### src/design/assert_macros.svh
// ----------------------------------------------------------------------------
// assert_macros
// assertion helpers used by tempo_clock_generator
// ----------------------------------------------------------------------------

`ifndef ASSERT_MACROS_SVH
`define ASSERT_MACROS_SVH

// concurrent assertion on a clock, held off while reset is asserted
`define TCG_ASSERT(label, clk, rst_n, prop) \
	label: assert property (@(posedge clk) disable iff (!rst_n) prop) \
		else $error("%m: assertion failed");

// same check, for properties that must hold even during reset
`define TCG_ASSERT_ALWAYS(label, clk, prop) \
	label: assert property (@(posedge clk) prop) \
		else $error("%m: assertion failed");

`endif

### src/design/tcg_pkg.sv
// ----------------------------------------------------------------------------
// tcg_pkg
// shared types and constants of the tempo clock generator
// ----------------------------------------------------------------------------
`default_nettype none

package tcg_pkg;

	// configuration register indexes
	localparam logic [2:0] REG_BPM_TENTHS      = 3'd0;
	localparam logic [2:0] REG_SYNC_ENABLE     = 3'd1;
	localparam logic [2:0] REG_LOOP_LEN_LOG2   = 3'd2;
	localparam logic [2:0] REG_LOOP_START      = 3'd3;
	localparam logic [2:0] REG_TRIG_SPACE_LOG2 = 3'd4;

	localparam int CFG_INDEX_W = 3;
	localparam int CFG_DATA_W  = 14;

	// commands
	localparam logic CMD_TICK    = 1'b0;
	localparam logic CMD_RESTART = 1'b1;

	// tempo limits and divisor, tenths of bpm per millisecond tick
	localparam logic [13:0] BPM_MIN   = 14'd1;
	localparam logic [13:0] BPM_MAX   = 14'd9999;
	localparam logic [13:0] BPM_RESET = 14'd1200;
	localparam longint      TEMPO_DIV = 37500;

	localparam logic [2:0] LOOP_LEN_MAX   = 3'd4;
	localparam logic [1:0] TRIG_SPACE_MAX = 2'd2;

	// pulse length in ticks
	localparam logic [1:0] PULSE_TICKS = 2'd2;

	typedef struct packed {
		logic       sync_enable;
		logic [2:0] loop_len_log2;
		logic [3:0] loop_start;
		logic [1:0] trig_space_log2;
	} tcg_cfg_t;

	typedef struct packed {
		logic cmd;
		logic sync_level;
	} tcg_item_t;

	typedef struct packed {
		logic [5:0] sub_step;
		logic [3:0] raw_step;
		logic [3:0] loop_step;
		logic       trigger;
	} tcg_result_t;

endpackage

`default_nettype wire

### src/design/tcg_if.sv
// ----------------------------------------------------------------------------
// tcg_in_if / tcg_out_if
// valid/ready channels for tick items and step results
// ----------------------------------------------------------------------------
`default_nettype none

interface tcg_in_if;
	logic valid;
	logic ready;
	logic cmd;
	logic sync_level;

	modport source (output valid, output cmd, output sync_level, input ready);
	modport sink (input valid, input cmd, input sync_level, output ready);
endinterface

interface tcg_out_if;
	logic       valid;
	logic       ready;
	logic [5:0] sub_step;
	logic [3:0] raw_step;
	logic [3:0] loop_step;
	logic       trigger;

	modport source (
		output valid, output sub_step, output raw_step, output loop_step,
		output trigger, input ready
	);
	modport sink (
		input valid, input sub_step, input raw_step, input loop_step,
		input trigger, output ready
	);
endinterface

`default_nettype wire

### src/design/tempo_clock_generator.sv
// ----------------------------------------------------------------------------
// tempo_clock_generator
// sequencer tempo clock built on a phase accumulator
// ----------------------------------------------------------------------------
// One item is taken per clock cycle while the output is not stalled, and
// each gives one result through an input stage register, then the
// accumulator update and the result register. The rate is set by the phase
// update loop (phase register, one add, compare, back into the register).
// Tick ready depends combinationally on result ready, so a stalled output
// backs up through both stages. The internal tempo increment
// floor(bpm_tenths * 2^FRAC_BITS / 37500) is worked out when bpm_tenths is
// written, with one constant reciprocal multiply, and held in a register.
// Out-of-range register values are limited at the write.
`default_nettype none
`include "assert_macros.svh"

module tempo_clock_generator
	import tcg_pkg::*;
#(
	parameter int FRAC_BITS = 16
) (
	input  wire                   clk,
	input  wire                   arst_n,
	tcg_in_if.sink                tick,
	tcg_out_if.source             result,
	input  wire                   cfg_we,
	input  wire [CFG_INDEX_W-1:0] cfg_index,
	input  wire [CFG_DATA_W-1:0]  cfg_wdata
);

	localparam int PW          = FRAC_BITS + 6;
	// reciprocal shift chosen so the truncated product is exact for any 14-bit tempo
	localparam int RECIP_SHIFT = 30;
	localparam int RECIP_W     = FRAC_BITS + RECIP_SHIFT;
	localparam longint RECIP_L =
		((64'sd1 <<< (FRAC_BITS + RECIP_SHIFT)) + TEMPO_DIV - 1) / TEMPO_DIV;
	localparam logic [RECIP_W-1:0] RECIP = RECIP_W'(RECIP_L);
	localparam longint INC_RESET_L = (64'(BPM_RESET) <<< FRAC_BITS) / TEMPO_DIV;
	localparam logic [FRAC_BITS-1:0] INC_RESET = FRAC_BITS'(INC_RESET_L);

	// configuration
	tcg_cfg_t             cfg_q;
	logic [FRAC_BITS-1:0] inc_q;
	logic [13:0]          bpm_lim;
	logic [RECIP_W-1:0]   inc_prod;

	// pipeline
	logic        valid_s1;
	tcg_item_t   item_s1;
	logic        valid_s2;
	tcg_result_t result_s2;
	logic        tick_xfer;
	logic        load_s2;

	// accumulator state
	logic [PW-1:0] phase_q;
	logic          sync_prev_q;
	logic [1:0]    pulse_q;

	logic [PW-1:0] phase_next;
	logic          sync_prev_next;
	logic [1:0]    pulse_next;
	tcg_result_t   step_result;

	// tempo limit and increment for the value being written
	always_comb begin
		if (cfg_wdata < BPM_MIN) begin
			bpm_lim = BPM_MIN;
		end else if (cfg_wdata > BPM_MAX) begin
			bpm_lim = BPM_MAX;
		end else begin
			bpm_lim = cfg_wdata;
		end
	end

	assign inc_prod = RECIP_W'(bpm_lim) * RECIP;

	always_ff @(posedge clk or negedge arst_n) begin
		if (!arst_n) begin
			inc_q                 <= INC_RESET;
			cfg_q.sync_enable     <= 1'b0;
			cfg_q.loop_len_log2   <= LOOP_LEN_MAX;
			cfg_q.loop_start      <= 4'd0;
			cfg_q.trig_space_log2 <= TRIG_SPACE_MAX;
		end else if (cfg_we) begin
			case (cfg_index)
				REG_BPM_TENTHS: begin
					inc_q <= inc_prod[RECIP_W-1:RECIP_SHIFT];
				end
				REG_SYNC_ENABLE: begin
					cfg_q.sync_enable <= cfg_wdata[0];
				end
				REG_LOOP_LEN_LOG2: begin
					// lengths above sixteen steps act as sixteen
					cfg_q.loop_len_log2 <= (cfg_wdata[2:0] > LOOP_LEN_MAX) ?
						LOOP_LEN_MAX : cfg_wdata[2:0];
				end
				REG_LOOP_START: begin
					cfg_q.loop_start <= cfg_wdata[3:0];
				end
				REG_TRIG_SPACE_LOG2: begin
					// spacing above four sub-steps acts as four
					cfg_q.trig_space_log2 <= (cfg_wdata[1:0] > TRIG_SPACE_MAX) ?
						TRIG_SPACE_MAX : cfg_wdata[1:0];
				end
				default: begin
					// unknown index, write dropped
				end
			endcase
		end
	end

	// handshake: stage two loads when its slot is empty or being drained
	assign load_s2    = valid_s1 && (!valid_s2 || result.ready);
	assign tick.ready = !valid_s1 || load_s2;
	assign tick_xfer  = tick.valid && tick.ready;

	// input stage
	always_ff @(posedge clk or negedge arst_n) begin
		if (!arst_n) begin
			valid_s1 <= 1'b0;
		end else if (tick_xfer) begin
			valid_s1 <= 1'b1;
		end else if (load_s2) begin
			valid_s1 <= 1'b0;
		end
	end

	always_ff @(posedge clk) begin
		if (tick_xfer) begin
			item_s1.cmd        <= tick.cmd;
			item_s1.sync_level <= tick.sync_level;
		end
	end

	tcg_step #(
		.FRAC_BITS (FRAC_BITS)
	) u_step (
		.item           (item_s1),
		.cfg            (cfg_q),
		.inc            (inc_q),
		.phase          (phase_q),
		.sync_prev      (sync_prev_q),
		.pulse          (pulse_q),
		.phase_next     (phase_next),
		.sync_prev_next (sync_prev_next),
		.pulse_next     (pulse_next),
		.result         (step_result)
	);

	// accumulator state moves only when an item enters the result stage
	always_ff @(posedge clk or negedge arst_n) begin
		if (!arst_n) begin
			phase_q     <= '0;
			sync_prev_q <= 1'b0;
			pulse_q     <= 2'd0;
		end else if (load_s2) begin
			phase_q     <= phase_next;
			sync_prev_q <= sync_prev_next;
			pulse_q     <= pulse_next;
		end
	end

	// result stage
	always_ff @(posedge clk or negedge arst_n) begin
		if (!arst_n) begin
			valid_s2 <= 1'b0;
		end else if (load_s2) begin
			valid_s2 <= 1'b1;
		end else if (result.ready) begin
			valid_s2 <= 1'b0;
		end
	end

	always_ff @(posedge clk) begin
		if (load_s2) begin
			result_s2 <= step_result;
		end
	end

	assign result.valid     = valid_s2;
	assign result.sub_step  = result_s2.sub_step;
	assign result.raw_step  = result_s2.raw_step;
	assign result.loop_step = result_s2.loop_step;
	assign result.trigger   = result_s2.trigger;

	// a restart always reports the start of the bar
	`TCG_ASSERT(a_restart_zero, clk, arst_n,
		load_s2 && item_s1.cmd == CMD_RESTART |=> result_s2.sub_step == 6'd0)

	// reported trigger tracks the pulse counter it was taken from
	`TCG_ASSERT(a_trigger_matches, clk, arst_n,
		load_s2 |=> result_s2.trigger == (pulse_q != 2'd0))

	// accumulator holds while no item moves into the result stage
	`TCG_ASSERT(a_phase_hold, clk, arst_n,
		!load_s2 |=> $stable(phase_q) && $stable(pulse_q))

endmodule

`default_nettype wire

### src/design/tcg_step.sv
// ----------------------------------------------------------------------------
// tcg_step
// next-state and result logic for one tick or restart item
// ----------------------------------------------------------------------------
`default_nettype none

module tcg_step
	import tcg_pkg::*;
#(
	parameter int FRAC_BITS = 16
) (
	input  wire tcg_item_t               item,
	input  wire tcg_cfg_t                cfg,
	input  wire [FRAC_BITS-1:0]          inc,
	input  wire [FRAC_BITS+5:0]          phase,
	input  wire                          sync_prev,
	input  wire [1:0]                    pulse,
	output logic [FRAC_BITS+5:0]         phase_next,
	output logic                         sync_prev_next,
	output logic [1:0]                   pulse_next,
	output tcg_result_t                  result
);

	localparam int PW = FRAC_BITS + 6;
	localparam logic [PW-1:0] SYNC_INC = {6'd4, {FRAC_BITS{1'b0}}};

	logic [5:0] prev_sub;
	logic [5:0] after;
	logic       spacing_hit;
	logic [3:0] len_mask;

	always_comb begin
		phase_next     = phase;
		sync_prev_next = sync_prev;
		pulse_next     = pulse;
		prev_sub       = phase[PW-1:FRAC_BITS];

		if (item.cmd == CMD_RESTART) begin
			phase_next = '0;
		end else begin
			if (cfg.sync_enable) begin
				if (item.sync_level && !sync_prev) begin
					phase_next = phase + SYNC_INC;
				end
				sync_prev_next = item.sync_level;
			end else begin
				phase_next = phase + {6'd0, inc};
			end
			if (pulse != 2'd0) begin
				pulse_next = pulse - 2'd1;
			end
		end

		after = phase_next[PW-1:FRAC_BITS];

		case (cfg.trig_space_log2)
			2'd0:    spacing_hit = 1'b1;
			2'd1:    spacing_hit = (after[0] == 1'b0);
			default: spacing_hit = (after[1:0] == 2'b00);
		endcase

		if (item.cmd == CMD_TICK && after != prev_sub && spacing_hit) begin
			pulse_next = PULSE_TICKS;
		end
	end

	// loop repeat mask, length register already limited to four
	always_comb begin
		case (cfg.loop_len_log2)
			3'd0:    len_mask = 4'b0000;
			3'd1:    len_mask = 4'b0001;
			3'd2:    len_mask = 4'b0011;
			3'd3:    len_mask = 4'b0111;
			default: len_mask = 4'b1111;
		endcase
	end

	always_comb begin
		result.sub_step  = after;
		result.raw_step  = after[5:2];
		result.loop_step = (after[5:2] & len_mask) + cfg.loop_start;
		result.trigger   = (pulse_next != 2'd0);
	end

endmodule

`default_nettype wire
### src/flat_wrapper.sv
// flat-port wrapper written by rule: the top's interface ports become plain ports
module tempo_clock_generator_flat import tcg_pkg::*;
#(
	parameter int FRAC_BITS = 16
)
  (clk, arst_n, cfg_we, cfg_index, cfg_wdata, tick_valid, tick_cmd, tick_sync_level, tick_ready, result_valid, result_sub_step, result_raw_step, result_loop_step, result_trigger, result_ready);
  tcg_in_if tick_i ();
  tcg_out_if result_i ();
  input  wire clk;
  input  wire arst_n;
  input  wire cfg_we;
  input  wire [CFG_INDEX_W-1:0] cfg_index;
  input  wire [CFG_DATA_W-1:0] cfg_wdata;
  input wire logic [$bits(tick_i.valid)-1:0] tick_valid;
  input wire logic [$bits(tick_i.cmd)-1:0] tick_cmd;
  input wire logic [$bits(tick_i.sync_level)-1:0] tick_sync_level;
  output wire logic [$bits(tick_i.ready)-1:0] tick_ready;
  output wire logic [$bits(result_i.valid)-1:0] result_valid;
  output wire logic [$bits(result_i.sub_step)-1:0] result_sub_step;
  output wire logic [$bits(result_i.raw_step)-1:0] result_raw_step;
  output wire logic [$bits(result_i.loop_step)-1:0] result_loop_step;
  output wire logic [$bits(result_i.trigger)-1:0] result_trigger;
  input wire logic [$bits(result_i.ready)-1:0] result_ready;
  assign tick_i.valid = tick_valid;
  assign tick_i.cmd = tick_cmd;
  assign tick_i.sync_level = tick_sync_level;
  assign tick_ready = tick_i.ready;
  assign result_valid = result_i.valid;
  assign result_sub_step = result_i.sub_step;
  assign result_raw_step = result_i.raw_step;
  assign result_loop_step = result_i.loop_step;
  assign result_trigger = result_i.trigger;
  assign result_i.ready = result_ready;
  tempo_clock_generator #(.FRAC_BITS(FRAC_BITS)) u_core (.clk(clk), .arst_n(arst_n), .tick(tick_i), .result(result_i), .cfg_we(cfg_we), .cfg_index(cfg_index), .cfg_wdata(cfg_wdata));
endmodule
### config.mk
export PLATFORM = sky130hd
export DESIGN_NAME = tempo_clock_generator_flat
export DESIGN_NICKNAME = d
export VERILOG_FILES = /design/src/design/tcg_pkg.sv /design/src/design/tcg_if.sv /design/src/design/tempo_clock_generator.sv /design/src/design/tcg_step.sv /design/src/flat_wrapper.sv
export VERILOG_INCLUDE_DIRS = /design/src /design/src/design
export SDC_FILE = /design/constraint.sdc
export NUM_CORES = 1
export LEC_CHECK = 0
export BUFFER_PORTS_ARGS = -buffer_cell sky130_fd_sc_hd__buf_2
export CAP_MARGIN = 15
export CORE_MARGIN = 1
export CORE_UTILIZATION = 60
export CTS_CLUSTER_SIZE = 30
export DETAILED_ROUTE_END_ITERATION = 16
export PLACE_DENSITY_LB_ADDON = 0.1
export REMOVE_ABC_BUFFERS = 1
export SETUP_SLACK_MARGIN = 0.3
export SLEW_MARGIN = 20
export SYNTH_ARGS = -nofsm -noshare
export SYNTH_HDL_FRONTEND = slang
export SYNTH_HIERARCHICAL = 1
export SYNTH_SLANG_ARGS = --single-unit
### constraint.sdc
create_clock -name clk -period 3.83 [get_ports clk]
set_input_delay 0.383 -clock clk [delete_from_list [all_inputs] [get_ports clk]]
set_output_delay 0.383 -clock clk [all_outputs]
set_load 0.005 [all_outputs]
==> run summary <==
max cap viols -> 0
crit-path max FO -> 5
Main synth FF type -> dfrtp_1
Crit path top cell by count -> fa_1
gr usage total -> 0.325
Chip Height -> 137 um
I/O Pins -> 41
Worst-Margin Slew -> 0.849 ns
Worst setup SP type -> input port
Clock Latency Late Sink -> 0.33 ns
top achievable clock speed -> 167 MHz
CTS buffer count -> 9
CTS tree -> yes
Synth Instances -> 1147
crit-path max cell delay -> 0.57 ns
DP Worst Slack -> -2.80 ns
H-tree Lvls -> 3
Area Overhead vs Synth -> 27.9%
Post-synth EDFFs -> 17
Row Count -> 49
failing checks -> negative setup slack
RSZ-0062 raised after global routing -> true
Slew Limit Fails -> 0
Post-DRT Antenna Nets -> 0
Fin Setup TNS -> -30.06 ns
GP Congestion -> 0.976
sequential area share after synthesis -> 0.165
clock-pin slew on the worst setup and hold paths -> 0.06 ns
final antenna diode count -> 0
via/cell ratio -> 5.54
r2r setup slk -> 0.33 ns
final setup fails -> 15
CTS root buffer -> clkbuf_16
worst-case clock buffer depth -> 2
Worst Skew -> 0.0100 ns
DRC -> 0
CTS sink count -> 69
drt pass-1 iters -> 5
Final Hold Viols -> 0
worst setup margin -> -2.15 ns
Die ar. -> 18900 um2
Rel. slew slack -> 0.432
final wirelength -> 30.0 mm
Post-Synthesis Cell Area -> 11000 um2
Crit. End Element -> flop
count of port buffers added during placement -> 40
layout cells sized above 1 -> 0.329
ys async rst share -> 0.754
worst endpoint data arrival time -> 6.16 ns
Initial Util -> 0.612
status -> complete, but fails checks
Synth Warn # -> 6
pin count of the biggest net entering global routing -> 29
die extent in x -> 137 um
via count -> 8990
critical path's slowest cell -> fa_2
DP Wirelength -> 24.7 mm
Crit path required time -> 4.00 ns
critical path type -> in -> reg
fillers -> 1197
Netlist cell types -> 70
Period minus WS final -> 5.98 ns
core area -> 18000 um2
syn avg cell area -> 9.59 um2
initial antenna violation count -> 0
#FFs+latches synth -> 69
DR iter-0 viols -> 513
Routed WL per cell -> 18.5 um
number of global-route vias before repair -> 9175
period utilization -> 1.56
Hold WC Path Type -> in -> async
GRT overflow -> 0
global-route wire length before repair -> 46.1 mm
Nets -> 1720
-- flip-flops by register name, summed over array words and instances (netlist names) --
| name | cells |
|---|---|
| u_core/cfg_q | 10 |
| u_core/inc_q | 15 |
| u_core/item_s1 | 2 |
| u_core/phase_q | 22 |
| u_core/pulse_q | 2 |
| u_core/result.loop_step | 4 |
| u_core/result.raw_step | 4 |
| u_core/result.sub_step | 6 |
| u_core/result.trigger | 1 |
| u_core/result.valid | 1 |
| u_core/sync_prev_q | 1 |
| u_core/valid_s1 | 1 |
-- what timing repair did --
| item | 4_1_cts | 5_1_grt |
|---|---|---|
| pin swaps | 80 | 39 |
| gates resized for setup | 97 | 70 |
| buffers inserted | 9 | 13 |
| setup endpoints to repair | 18 | 18 |
| hold buffers | 0 | 0 |
-- path summary, 6_finish.rpt --
path                                          startpoint                                   end  cells after the start
hold reg to reg              u_core/inc_q[5]$_DFFE_PN1P_           u_core/inc_q[5]$_DFFE_PN1P_                      2
max in group asynchronous                         arst_n           u_core/cfg_q[1]$_DFFE_PN1P_                      2
setup reg to reg           u_core/phase_q[0]$_DFFE_PN0P_  u_core/result.loop_step[1]$_DFFE_PP_                     14
setup / recovery                            cfg_wdata[7]           u_core/inc_q[8]$_DFFE_PN0P_                     25
hold / removal                                    arst_n         u_core/phase_q[3]$_DFFE_PN0P_                      1
min in group clk                                tick_cmd           u_core/item_s1[1]$_DFFE_PP_                      1
-- worst max-delay path, delay by kind of cell --
family | cells | cell delay [ns]
and+or+nand+nor | 5 | 1.08
AOI/OAI and AO/OA | 6 | 0.86
buffers and inverters | 6 | 0.33
adders and majority gates | 7 | 3.33
xor gates and xnor gates | 1 | 0.17
-- metal layers --
layer | GRT usage | routed length, um
met1 | 0.395 | 12000
met2 | 0.571 | 15300
met3 | 0.0372 | 1200
met4 | 0.162 | 1540
met5 | 0 | 0
-- layout make-up --
class,instances,area (um2),area share
Multi-Input combinational cell,806,8830,0.628
Clock buffer,11,233,0.0165
Clock inverter,5,52.6,0.00373
Timing Repair Buffer,265,1960,0.139
Sequential cell,69,1820,0.129
Inverter,237,892,0.0634
Tap cell,229,287,0.0204
-- Yosys cell counts, types with 3 or more instances --
| cell | n | share of area |
|---|---|---|
| buf_4 | 10 | 0.0068 |
| nand4_1 | 16 | 0.0091 |
| nand2_1 | 54 | 0.018 |
| inv_1 | 235 | 0.080 |
| o31ai_1 | 4 | 0.0027 |
| fa_1 | 144 | 0.26 |
| nor2b_1 | 6 | 0.0034 |
| dfstp_2 | 6 | 0.014 |
| nor4_1 | 4 | 0.0023 |
| o21a_1 | 5 | 0.0034 |
| nor2_1 | 53 | 0.018 |
| edfxtp_1 | 17 | 0.046 |
| ha_1 | 164 | 0.19 |
| a21oi_1 | 68 | 0.031 |
| a21o_1 | 25 | 0.017 |
| nor3_1 | 9 | 0.0041 |
| a22oi_1 | 3 | 0.0020 |
| xnor2_1 | 21 | 0.017 |
| o2111ai_1 | 3 | 0.0024 |
| a211oi_1 | 5 | 0.0034 |
| mux2_2 | 32 | 0.033 |
| xor2_1 | 16 | 0.013 |
| mux2i_1 | 11 | 0.010 |
| o21ai_0 | 32 | 0.015 |
| o211ai_1 | 5 | 0.0034 |
| nand3b_1 | 8 | 0.0055 |
| or3_1 | 3 | 0.0017 |
| o21ai_1 | 20 | 0.0091 |
| and2_1 | 9 | 0.0051 |
| clkbuf_1 | 23 | 0.0078 |
| nand3_1 | 18 | 0.0082 |
| and3_1 | 7 | 0.0040 |
| dfrtp_1 | 46 | 0.10 |
| o21bai_1 | 4 | 0.0027 |
| nand2b_1 | 10 | 0.0057 |
| a31oi_1 | 6 | 0.0034 |
-- stage by stage --
stage	instance area (um2)	std cells	util	hold slack, ns
after floorplan	10800	1112	-	0.0874
after global placement	12800	1584	0.715	0.434
after detailed placement	12800	1584	0.715	0.433
after CTS	13600	1609	0.759	0.0828
after global routing	14100	1622	0.783	0.138
final	14100	1622	0.783	0.0776
-- kinds of logic (layout without fill, tap and decap cells) --
family / after synthesis / count (layout) / synth area share
AOI/OAI and AO/OA: 208 / 208 / 0.121
other: 1 / 1 / 0.000341
buffers and inverters: 272 / 518 / 0.0963
DFF: 69 / 69 / 0.165
adders and majority gates: 308 / 308 / 0.449
muxes: 43 / 43 / 0.0428
and+or+nand+nor: 209 / 209 / 0.0957
xor gates and xnor gates: 37 / 37 / 0.0295
-- layout by cell type (no fill, tap or decap), types with 9 or more instances in the layout --
master and count:
buf_4 212, fa_1 135, mux2i_1 11, o21ai_1 18, ha_1 134, buf_6 16
inv_1 209, a21o_1 25, ha_4 25, clkbuf_16 9, fa_2 9, edfxtp_1 17
a21oi_2 12, nand3_1 16, xor2_1 14, nor2_1 51, a21oi_1 51, inv_2 27
o21ai_0 27, nand4_1 16, buf_2 37, dfrtp_1 46, nand2_1 50, xnor2_1 18
mux2_2 32
Power is left out: the tool's default activity adds up to more than one toggle a clock period on the data nets, which glitch-free logic cannot reach.
